### src/design/jfp_pkg.sv
// ----------------------------------------------------------------------------
// jfp_pkg
// Shared types and codes for the start/end framed joystick command parser.
// ----------------------------------------------------------------------------
package jfp_pkg;

    localparam int BYTE_W  = 8;
    localparam int AXIS_W  = 10;
    localparam int REPORT_W = 11;
    localparam int BUTTON_W = 9;
    localparam int OP_W    = 2;
    localparam int CFG_IDX_W = 3;
    localparam int CFG_DATA_W = 10;
    localparam int OUT_DATA_W = 40;

    // Input operation codes
    typedef enum logic [OP_W-1:0] {
        OP_BYTE        = 2'd0,
        OP_READ_AXES   = 2'd1,
        OP_READ_BUTTON = 2'd2
    } op_t;

    // Configuration register indexes
    typedef enum logic [CFG_IDX_W-1:0] {
        REG_START_BYTE  = 3'd0,
        REG_END_BYTE    = 3'd1,
        REG_AXIS_OFFSET = 3'd2,
        REG_VALID_LOW   = 3'd3,
        REG_VALID_HIGH  = 3'd4
    } reg_idx_t;

    // Last accepted frame type as reported
    typedef enum logic [1:0] {
        KIND_NONE     = 2'd0,
        KIND_BUTTON   = 2'd1,
        KIND_JOYSTICK = 2'd2
    } kind_t;

    // Command handed from the classifier to the state update
    typedef enum logic [2:0] {
        CMD_NONE,
        CMD_BUTTON,
        CMD_JOYSTICK,
        CMD_READ_AXES,
        CMD_READ_BUTTON
    } cmd_kind_t;

    typedef struct packed {
        cmd_kind_t          kind;
        logic [BYTE_W-1:0]  button;
        logic [AXIS_W-1:0]  x_value;
        logic [AXIS_W-1:0]  y_value;
    } cmd_t;

    typedef struct packed {
        logic [BYTE_W-1:0] start_byte;
        logic [BYTE_W-1:0] end_byte;
        logic [AXIS_W-1:0] axis_offset;
        logic [AXIS_W-1:0] valid_low;
        logic [AXIS_W-1:0] valid_high;
    } cfg_t;

endpackage

### src/design/jfp_front.sv
// ----------------------------------------------------------------------------
// jfp_front
// Frame tracker: hunts for the start byte, collects payload and turns each
// input beat into one command for the state update.
// ----------------------------------------------------------------------------
module jfp_front (
    input  logic                  aclk,
    input  logic                  aresetn,
    input  jfp_pkg::cfg_t         cfg,
    input  logic                  in_valid,
    output logic                  in_ready,
    input  logic [1:0]            in_op,
    input  logic [7:0]            in_byte,
    output logic                  push_valid,
    input  logic                  push_ready,
    output jfp_pkg::cmd_t         push_data
);
    import jfp_pkg::*;

    localparam logic [2:0] FIRST_POS  = 3'd1;
    localparam logic [2:0] BUTTON_POS = 3'd2;
    localparam logic [2:0] LAST_POS   = 3'd7;
    localparam int         PAYLOAD_N  = 6;

    logic              in_frame_reg, in_frame_next;
    logic [2:0]        pos_reg, pos_next;
    logic [BYTE_W-1:0] payload_reg [PAYLOAD_N];
    logic              wr_en;
    logic              accept;
    logic [AXIS_W-1:0] x_sum, y_sum;

    // ASCII digit, saturated to 0..9
    function automatic logic [3:0] digit_of(input logic [BYTE_W-1:0] b);
        logic [BYTE_W-1:0] d;
        d = b - 8'd48;
        if (b < 8'd48) begin
            return 4'd0;
        end else if (b > 8'd57) begin
            return 4'd9;
        end
        return d[3:0];
    endfunction

    assign in_ready   = push_ready;
    assign push_valid = in_valid;
    assign accept     = in_valid & push_ready;

    assign x_sum = AXIS_W'(digit_of(payload_reg[0])) * 10'd100
                 + AXIS_W'(digit_of(payload_reg[1])) * 10'd10
                 + AXIS_W'(digit_of(payload_reg[2]));
    assign y_sum = AXIS_W'(digit_of(payload_reg[3])) * 10'd100
                 + AXIS_W'(digit_of(payload_reg[4])) * 10'd10
                 + AXIS_W'(digit_of(payload_reg[5]));

    always_comb begin
        in_frame_next     = in_frame_reg;
        pos_next          = pos_reg;
        wr_en             = 1'b0;
        push_data.kind    = CMD_NONE;
        push_data.button  = payload_reg[0];
        push_data.x_value = x_sum;
        push_data.y_value = y_sum;
        unique case (op_t'(in_op))
            OP_BYTE: begin
                priority if (!in_frame_reg) begin
                    if (in_byte == cfg.start_byte) begin
                        in_frame_next = 1'b1;
                        pos_next      = FIRST_POS;
                    end
                end else if (in_byte == cfg.end_byte) begin
                    // end byte closes the frame whatever its length
                    if (pos_reg == BUTTON_POS) begin
                        push_data.kind = CMD_BUTTON;
                    end else if (pos_reg == LAST_POS) begin
                        push_data.kind = CMD_JOYSTICK;
                    end
                    in_frame_next = 1'b0;
                    pos_next      = 3'd0;
                end else if (pos_reg != LAST_POS) begin
                    wr_en    = 1'b1;
                    pos_next = pos_reg + 3'd1;
                end else begin
                    // frame too long: drop
                    in_frame_next = 1'b0;
                    pos_next      = 3'd0;
                end
            end
            OP_READ_AXES:   push_data.kind = CMD_READ_AXES;
            OP_READ_BUTTON: push_data.kind = CMD_READ_BUTTON;
            default:        push_data.kind = CMD_NONE;
        endcase
    end

    always_ff @(posedge aclk) begin
        if (!aresetn) begin
            in_frame_reg <= 1'b0;
            pos_reg      <= 3'd0;
        end else if (accept) begin
            in_frame_reg <= in_frame_next;
            pos_reg      <= pos_next;
        end
    end

    for (genvar i = 0; i < PAYLOAD_N; i++) begin : g_payload
        always_ff @(posedge aclk) begin
            if (accept && wr_en && pos_reg == 3'(i + 1)) begin
                payload_reg[i] <= in_byte;
            end
        end
    end

endmodule

### src/design/jfp_queue.sv
// ----------------------------------------------------------------------------
// jfp_queue
// Small command queue between the frame tracker and the state update.
// ----------------------------------------------------------------------------
module jfp_queue #(
    parameter int DEPTH = 2
) (
    input  logic          aclk,
    input  logic          aresetn,
    input  logic          push_valid,
    output logic          push_ready,
    input  jfp_pkg::cmd_t push_data,
    output logic          pop_valid,
    input  logic          pop_ready,
    output jfp_pkg::cmd_t pop_data
);
    import jfp_pkg::*;

    localparam int PTR_W = (DEPTH > 1) ? $clog2(DEPTH) : 1;
    localparam int CNT_W = $clog2(DEPTH + 1);
    localparam logic [PTR_W-1:0] LAST_SLOT = PTR_W'(DEPTH - 1);

    cmd_t             slot_reg [DEPTH];
    logic [PTR_W-1:0] wr_ptr_reg, rd_ptr_reg;
    logic [CNT_W-1:0] count_reg;
    logic             do_push, do_pop;

    assign push_ready = count_reg != CNT_W'(DEPTH);
    assign pop_valid  = count_reg != '0;
    assign pop_data   = slot_reg[rd_ptr_reg];
    assign do_push    = push_valid & push_ready;
    assign do_pop     = pop_valid & pop_ready;

    always_ff @(posedge aclk) begin
        if (do_push) begin
            slot_reg[wr_ptr_reg] <= push_data;
        end
    end

    always_ff @(posedge aclk) begin
        if (!aresetn) begin
            wr_ptr_reg <= '0;
            rd_ptr_reg <= '0;
            count_reg  <= '0;
        end else begin
            if (do_push) begin
                wr_ptr_reg <= (wr_ptr_reg == LAST_SLOT) ? '0 : wr_ptr_reg + 1'b1;
            end
            if (do_pop) begin
                rd_ptr_reg <= (rd_ptr_reg == LAST_SLOT) ? '0 : rd_ptr_reg + 1'b1;
            end
            if (do_push && !do_pop) begin
                count_reg <= count_reg + 1'b1;
            end else if (do_pop && !do_push) begin
                count_reg <= count_reg - 1'b1;
            end
        end
    end

endmodule

### src/design/jfp_back.sv
// ----------------------------------------------------------------------------
// jfp_back
// Command state update and result register: applies one command per beat
// and builds the status report from the updated state.
// ----------------------------------------------------------------------------
module jfp_back (
    input  logic                               aclk,
    input  logic                               aresetn,
    input  jfp_pkg::cfg_t                      cfg,
    input  logic                               pop_valid,
    output logic                               pop_ready,
    input  jfp_pkg::cmd_t                      pop_data,
    output logic                               m_tvalid,
    input  logic                               m_tready,
    output logic [jfp_pkg::OUT_DATA_W-1:0]     m_tdata
);
    import jfp_pkg::*;

    kind_t               kind_reg, kind_next;
    logic [AXIS_W-1:0]   x_reg, x_next;
    logic [AXIS_W-1:0]   y_reg, y_next;
    logic [BUTTON_W-1:0] button_reg, button_next;
    logic                pending_reg, pending_next;
    logic                out_valid_reg;
    logic [OUT_DATA_W-1:0] out_data_reg;
    logic [REPORT_W-1:0] x_report, y_report;
    logic                in_range;
    logic                do_pop;

    assign pop_ready = !out_valid_reg || m_tready;
    assign do_pop    = pop_valid && pop_ready;
    assign m_tvalid  = out_valid_reg;
    assign m_tdata   = out_data_reg;

    always_comb begin
        kind_next    = kind_reg;
        x_next       = x_reg;
        y_next       = y_reg;
        button_next  = button_reg;
        pending_next = pending_reg;
        unique case (pop_data.kind)
            CMD_BUTTON: begin
                button_next  = {1'b0, pop_data.button};
                pending_next = 1'b1;
                kind_next    = KIND_BUTTON;
            end
            CMD_JOYSTICK: begin
                kind_next = KIND_JOYSTICK;
                // only a change of either axis counts as a new command
                if (pop_data.x_value != x_reg || pop_data.y_value != y_reg) begin
                    pending_next = 1'b1;
                    x_next       = pop_data.x_value;
                    y_next       = pop_data.y_value;
                end
            end
            CMD_READ_AXES: begin
                if (kind_reg == KIND_JOYSTICK) begin
                    pending_next = 1'b0;
                end
            end
            CMD_READ_BUTTON: begin
                if (kind_reg == KIND_BUTTON) begin
                    pending_next = 1'b0;
                end
            end
            default: ;
        endcase
    end

    assign x_report = {1'b0, x_next} - {1'b0, cfg.axis_offset};
    assign y_report = {1'b0, y_next} - {1'b0, cfg.axis_offset};
    assign in_range = x_next >= cfg.valid_low && x_next <= cfg.valid_high
                   && y_next >= cfg.valid_low && y_next <= cfg.valid_high
                   && kind_next != KIND_NONE;

    always_ff @(posedge aclk) begin
        if (!aresetn) begin
            kind_reg      <= KIND_NONE;
            x_reg         <= '0;
            y_reg         <= '0;
            button_reg    <= '1;
            pending_reg   <= 1'b0;
            out_valid_reg <= 1'b0;
        end else begin
            if (do_pop) begin
                kind_reg    <= kind_next;
                x_reg       <= x_next;
                y_reg       <= y_next;
                button_reg  <= button_next;
                pending_reg <= pending_next;
            end
            if (do_pop) begin
                out_valid_reg <= 1'b1;
            end else if (m_tready) begin
                out_valid_reg <= 1'b0;
            end
        end
    end

    always_ff @(posedge aclk) begin
        if (do_pop) begin
            out_data_reg <= {5'd0, in_range, button_next, y_report, x_report,
                             pending_next, kind_next};
        end
    end

endmodule

### src/design/stx_etx_joystick_frame_parser.sv
// ----------------------------------------------------------------------------
// stx_etx_joystick_frame_parser
// Start/end framed button and joystick command parser with status report.
// ----------------------------------------------------------------------------
// Each input beat is either a received serial byte or a read request, and
// each one yields exactly one status beat on the master side. The block
// takes one beat per clock while the queue has room: the frame tracker
// classifies a beat in the cycle it is accepted, a command queue (two
// entries by default) holds it, and the state update pops it, applies it
// and loads the result register that drives m_tvalid. Sustained rate is
// one beat per cycle while m_tready holds, set by the state update loop;
// the queue and the result register let either side stall without losing
// a beat. Frames are start, one button byte, end; or start, six ASCII
// digits (X then Y), end. An end byte anywhere else, or a seventh data
// byte, drops the frame.
// Configuration registers may be written only while no beat is in flight.
// ----------------------------------------------------------------------------
module stx_etx_joystick_frame_parser #(
    parameter int QUEUE_DEPTH = 2
) (
    input  logic        aclk,
    input  logic        aresetn,
    // input beats
    input  logic        s_tvalid,
    output logic        s_tready,
    input  logic [7:0]  s_tdata,   // [7:0] rx_byte
    input  logic [1:0]  s_tuser,   // [1:0] op
    // status beats
    output logic        m_tvalid,
    input  logic        m_tready,
    // [1:0] last_type, [2] new_command, [13:3] x_axis, [24:14] y_axis,
    // [33:25] button, [34] joystick_valid, [39:35] zero
    output logic [jfp_pkg::OUT_DATA_W-1:0] m_tdata,
    // configuration writes
    input  logic        cfg_valid,
    output logic        cfg_ready,
    input  logic [jfp_pkg::CFG_IDX_W-1:0]  cfg_index,
    input  logic [jfp_pkg::CFG_DATA_W-1:0] cfg_data
);
    import jfp_pkg::*;

    cfg_t cfg_reg;
    logic push_valid, push_ready;
    cmd_t push_data;
    logic pop_valid, pop_ready;
    cmd_t pop_data;

    // Always take configuration writes; unknown indexes are dropped.
    assign cfg_ready = 1'b1;

    always_ff @(posedge aclk) begin
        if (!aresetn) begin
            cfg_reg.start_byte  <= 8'd2;
            cfg_reg.end_byte    <= 8'd3;
            cfg_reg.axis_offset <= 10'd200;
            cfg_reg.valid_low   <= 10'd100;
            cfg_reg.valid_high  <= 10'd300;
        end else if (cfg_valid) begin
            unique case (reg_idx_t'(cfg_index))
                REG_START_BYTE:  cfg_reg.start_byte  <= cfg_data[7:0];
                REG_END_BYTE:    cfg_reg.end_byte    <= cfg_data[7:0];
                REG_AXIS_OFFSET: cfg_reg.axis_offset <= cfg_data;
                REG_VALID_LOW:   cfg_reg.valid_low   <= cfg_data;
                REG_VALID_HIGH:  cfg_reg.valid_high  <= cfg_data;
                default: ;
            endcase
        end
    end

    // Classify each beat and track frame position.
    jfp_front u_front (
        .aclk       (aclk),
        .aresetn    (aresetn),
        .cfg        (cfg_reg),
        .in_valid   (s_tvalid),
        .in_ready   (s_tready),
        .in_op      (s_tuser),
        .in_byte    (s_tdata),
        .push_valid (push_valid),
        .push_ready (push_ready),
        .push_data  (push_data)
    );

    // Hold commands while the result side stalls.
    jfp_queue #(
        .DEPTH (QUEUE_DEPTH)
    ) u_queue (
        .aclk       (aclk),
        .aresetn    (aresetn),
        .push_valid (push_valid),
        .push_ready (push_ready),
        .push_data  (push_data),
        .pop_valid  (pop_valid),
        .pop_ready  (pop_ready),
        .pop_data   (pop_data)
    );

    // Apply commands and register the status report.
    jfp_back u_back (
        .aclk      (aclk),
        .aresetn   (aresetn),
        .cfg       (cfg_reg),
        .pop_valid (pop_valid),
        .pop_ready (pop_ready),
        .pop_data  (pop_data),
        .m_tvalid  (m_tvalid),
        .m_tready  (m_tready),
        .m_tdata   (m_tdata)
    );

endmodule
### config.mk
export PLATFORM = sky130hd
export DESIGN_NAME = stx_etx_joystick_frame_parser
export DESIGN_NICKNAME = d
export VERILOG_FILES = /design/src/design/jfp_pkg.sv /design/src/design/jfp_front.sv /design/src/design/jfp_queue.sv /design/src/design/jfp_back.sv /design/src/design/stx_etx_joystick_frame_parser.sv
export SDC_FILE = /design/constraint.sdc
export NUM_CORES = 1
export LEC_CHECK = 0
export BUFFER_PORTS_ARGS = -buffer_cell sky130_fd_sc_hd__buf_2
export CAP_MARGIN = 20
export CELL_PAD_IN_SITES_DETAIL_PLACEMENT = 0
export CELL_PAD_IN_SITES_GLOBAL_PLACEMENT = 1
export CORE_MARGIN = 10
export CORE_UTILIZATION = 45
export DETAILED_ROUTE_END_ITERATION = 8
export PLACE_DENSITY_LB_ADDON = 0.1
export SLEW_MARGIN = 10
export SYNTH_ARGS = -nofsm -noshare
export SYNTH_HDL_FRONTEND = slang
export SYNTH_SLANG_ARGS = --single-unit
export TNS_END_PERCENT = 50
### constraint.sdc
create_clock -name aclk -period 10.65 [get_ports aclk]
set_input_delay 0 -clock aclk [delete_from_list [all_inputs] [get_ports aclk]]
set_output_delay 0 -clock aclk [all_outputs]
set_load 0.02 [all_outputs]
==> results by group <==
Outcome
  – Status: completed

Yosys
  – Share of flip-flops with an asynchronous set or reset: 0%
  – Area contributors post-synth: edfxtp_1, dfxtp_1, ha_1
  – Synth Area in Simple Gates: 10.6%
  – Yosys warns: 0
  – XOR/XNOR share of the synthesized area: 5.14%
  – Synth Flop Type: edfxtp_1
  – Post-Syn Area: 12400 um2
  – Area share of fa/ha/maj cells after synthesis: 13.2%
  – Largest area contributor in the netlist: edfxtp_1
  – Mapped Avg Cell Area: 11.1 um2
  – Area fraction of the dominant cell type after synthesis: 35.0%
  – Most frequent cell after synthesis: edfxtp_1
  – Synth cell types: 68
  – Sequential area share after synthesis: 49.2%
  – Synthesized flop and latch total: 233
  – Number of synthesized flops with an enable pin: 145
  – Commonest cells in the netlist: edfxtp_1, nand2_1, ha_1, inv_1, dfxtp_1
  – Compound-Gate Fraction of Synth Area: 11.2%
  – Multiplexer area fraction after synthesis: 6.11%
  – Mapped Cells: 1119
  – Largest family of logic cells by synthesized area: adder cells

Drt
  – Vias: 8391
  – Residual DRC count: 0
  – Avg WL per Cell: 18.2 um
  – Detailed Routing Iterations Pass 1: 5
  – Remaining antenna violation count: 0
  – Final WL: 29200 um
  – 1st-iter DRT viols: 454
  – Vias per cell: 5.24

Worst setup path
  – Arr. time, crit path: 5530 ps
  – Slowest stage cell, crit path: a2111oi_0
  – R2R setup slack: 5400 ps
  – Critical Path RT: 10930 ps
  – Crit path cell chain: buf_4 > mux2_2 > xnor2_1 > nand4_1 > nor3_2 > a21oi_2 > buf_4 > mux2i_1 > ha_1 > inv_1 > fa_1 > a21o_1 > a21oi_1 > o21bai_1 > a2111oi_0 > nor3_1 > xnor2_1
  – Crit path kind: reg -> reg
  – Largest stage delay, worst path: 670 ps
  – Critical Path Start Type: flip-flop
  – Max FO, Critical Path: 35
  – Worst R2R End: u_back.m_tdata[22]$_DFFE_PP_
  – Nature of the critical path endpoint: flip-flop
  – Reg2reg path depth: 17

Timing
  – RSZ-0062 raised after global routing: false
  – Final Max Tran Viols: 0
  – Clk_skew: 8.90 ps
  – Slew headroom: 32.2%
  – Part of the cycle the worst path needs: 49.3%
  – Setup_tns: 0 ps
  – Peak Freq: 0.190 GHz
  – Final Hold Vio Count: 0
  – Endpoints failing setup: 0
  – Final Hold Slack: 23.1 ps
  – Worst Tran Pin Value: 1010 ps
  – Crit path time final: 5250 ps

Placement
  – Placed insts: 1530
  – Routability cong.: 0.868
  – Port Buffers: 64
  – Dpl hpwl: 21900 um

Global route
  – Total GRT Usage: 17.0%
  – GRT overflow: 0
  – Initial antenna violation count: 0
  – Largest net degree at the start of global routing: 47
  – Vias in the first global route: 8170
  – Global-route wire length before repair: 45900 um

Floorplanning
  – Core Region: 27100 um2
  – Io pins: 71
  – Die height: 186 um
  – Full die area: 34700 um2
  – Initial core utilization: 45.9%
  – Die W: 186 um
  – Rows: 60

Finish
  – Fin nets: 1364
  – Antenna cells: 0
  – Number of flip-flops under the largest register name: 62
  – Share of cells above drive strength 1: 12.5%
  – Area Growth Syn to Fin: 13.9%
  – Fin cells: 1602

Power and ir drop
  – Cell Int Power: 1.99 mW
  – Peak supply drop: 0.000135 V
  – Switch share: 32.6%
  – Flop pwr share: 40.1%
  – Total design power: 2.95 mW
  – Comb power frac: 31.2%
  – Psw: 0.961 mW
  – Power per cell area: 208 nW/um2
  – Clock power share: 28.7%
  – P_leak: 5.45 nW

Hold path
  – Hold Path Depth: 4
  – HP Class: in -> reg
  – Hold endpoint: cfg_reg[6]$_SDFFE_PN0P_
  – HP Start: cfg_index[2]

CTS
  – Clk_lat worst skew: 530 ps
  – # H-tree levels: 1
  – Setup Buffers After CTS: 0
  – Num CTS Buffers: 25
  – Max clock buf depth: 3
  – TritonCTS clock tree: done
  – Clk sinks: 233
  – Reg clk slew, reported paths: 60 ps
  – CTS root buffer: clkbuf_16

Flow run
  – Max-Cap Viols: 0
[layout make-up]
| type | count | area (um2) |
|---|---|---|
| clock inverter | 14 | 133 |
| tap | 372 | 465 |
| clock buffer | 32 | 672 |
| multi-input combinational | 764 | 5800 |
| sequential | 233 | 6120 |
| timing repair buffer | 98 | 641 |
| fill | 2429 | 12900 |
| inverter | 89 | 334 |
[layout by cell type, fill, tap and decap left out, types with 5 or more instances in the layout]
cell type / n
mux2_2: 23
nor3_1: 9
buf_4: 8
xor2_1: 23
clkbuf_1: 5
o21a_1: 10
a2111oi_0: 5
fa_1: 11
buf_2: 64
nand3_1: 14
a211oi_1: 44
clkinv_2: 5
inv_1: 87
a21oi_1: 64
a21o_1: 13
dfxtp_1: 87
nor2b_1: 9
xnor2_1: 50
o21ai_0: 23
mux2i_1: 41
and3_1: 8
nor4bb_1: 6
dlygate4sd3_1: 26
mux2_4: 6
nand4_1: 11
nand2_1: 129
clkbuf_16: 25
ha_1: 114
and2_1: 7
nand2b_1: 9
nor2_1: 48
o211ai_1: 14
edfxtp_1: 145
nor4_1: 5
conb_1: 8
[worst max-delay path: cells and delay by family, from the launching register on]
kind / cells / cell delay [ps]
AND/OR/NAND/NOR: 3 / 330
XOR/XNOR: 2 / 300
AO/OA/AOI/OAI: 5 / 1480
buffers and inverters: 3 / 930
multiplexers: 2 / 830
adder cells (fa/ha/maj): 2 / 640
flip-flops: 1 / 470
[logic make-up (layout without fill, tap and decap cells)]
family	count (synthesis)	count (layout)
other cells	2	8
buf+inv	128	233
fa+ha+maj	125	125
xor+xnor	73	73
flops	233	233
compound gates	211	211
simple gates	277	277
mux	70	70
[metrics by stage]
stage / area (um2) / worst slack [ps] / util (%)
after CTS: 14200 / 5400 / 52.2
final: 14200 / 5400 / 52.2
after detailed placement: 13100 / 5460 / 48.3
after floorplan: 12500 / 6670 / -
after global routing: 14200 / 4960 / 52.2
after global placement: 13100 / 5510 / 48.3
[layer usage]
layer / global-route usage [%] / routed length (um) / vias to the layer above
met3: 2.70 / 1430 / 35
met5: 0 / 0 / -
met2: 26.9 / 13000 / 166
met4: 4.19 / 549 / 0
met1: 23.7 / 14200 / 3980
li1: - / - / 4210
[timing repair]
item                      CTS  global route
hold endpoints to repair  115             0
resized for setup           0             0
hold buffers               26             0
[worst max path at each step]
stage	endpoint	slack, ps	cells past startpoint
after global placement	u_back.m_tdata[22]$_DFFE_PP_	5510	17
after global routing	u_back.m_tdata[22]$_DFFE_PP_	4960	17
after CTS	u_back.m_tdata[22]$_DFFE_PP_	5400	17
after detailed placement	u_back.m_tdata[22]$_DFFE_PP_	5460	17
after floorplan	u_back.m_tdata[22]$_DFFE_PP_	6670	18
final	u_back.m_tdata[22]$_DFFE_PP_	5400	17
[power by group through the flow]
stage | sequential [mW] | combinational (mW) | clock, mW
global route | 1.20 | 1.02 | 0.904
global placement | 1.21 | 0.909 | 0
CTS | 1.19 | 0.931 | 0.869
detailed placement | 1.21 | 0.919 | 0
finish | 1.18 | 0.920 | 0.847
floorplan | 1.27 | 0.613 | 0
(Power assumes the default switching activity.)
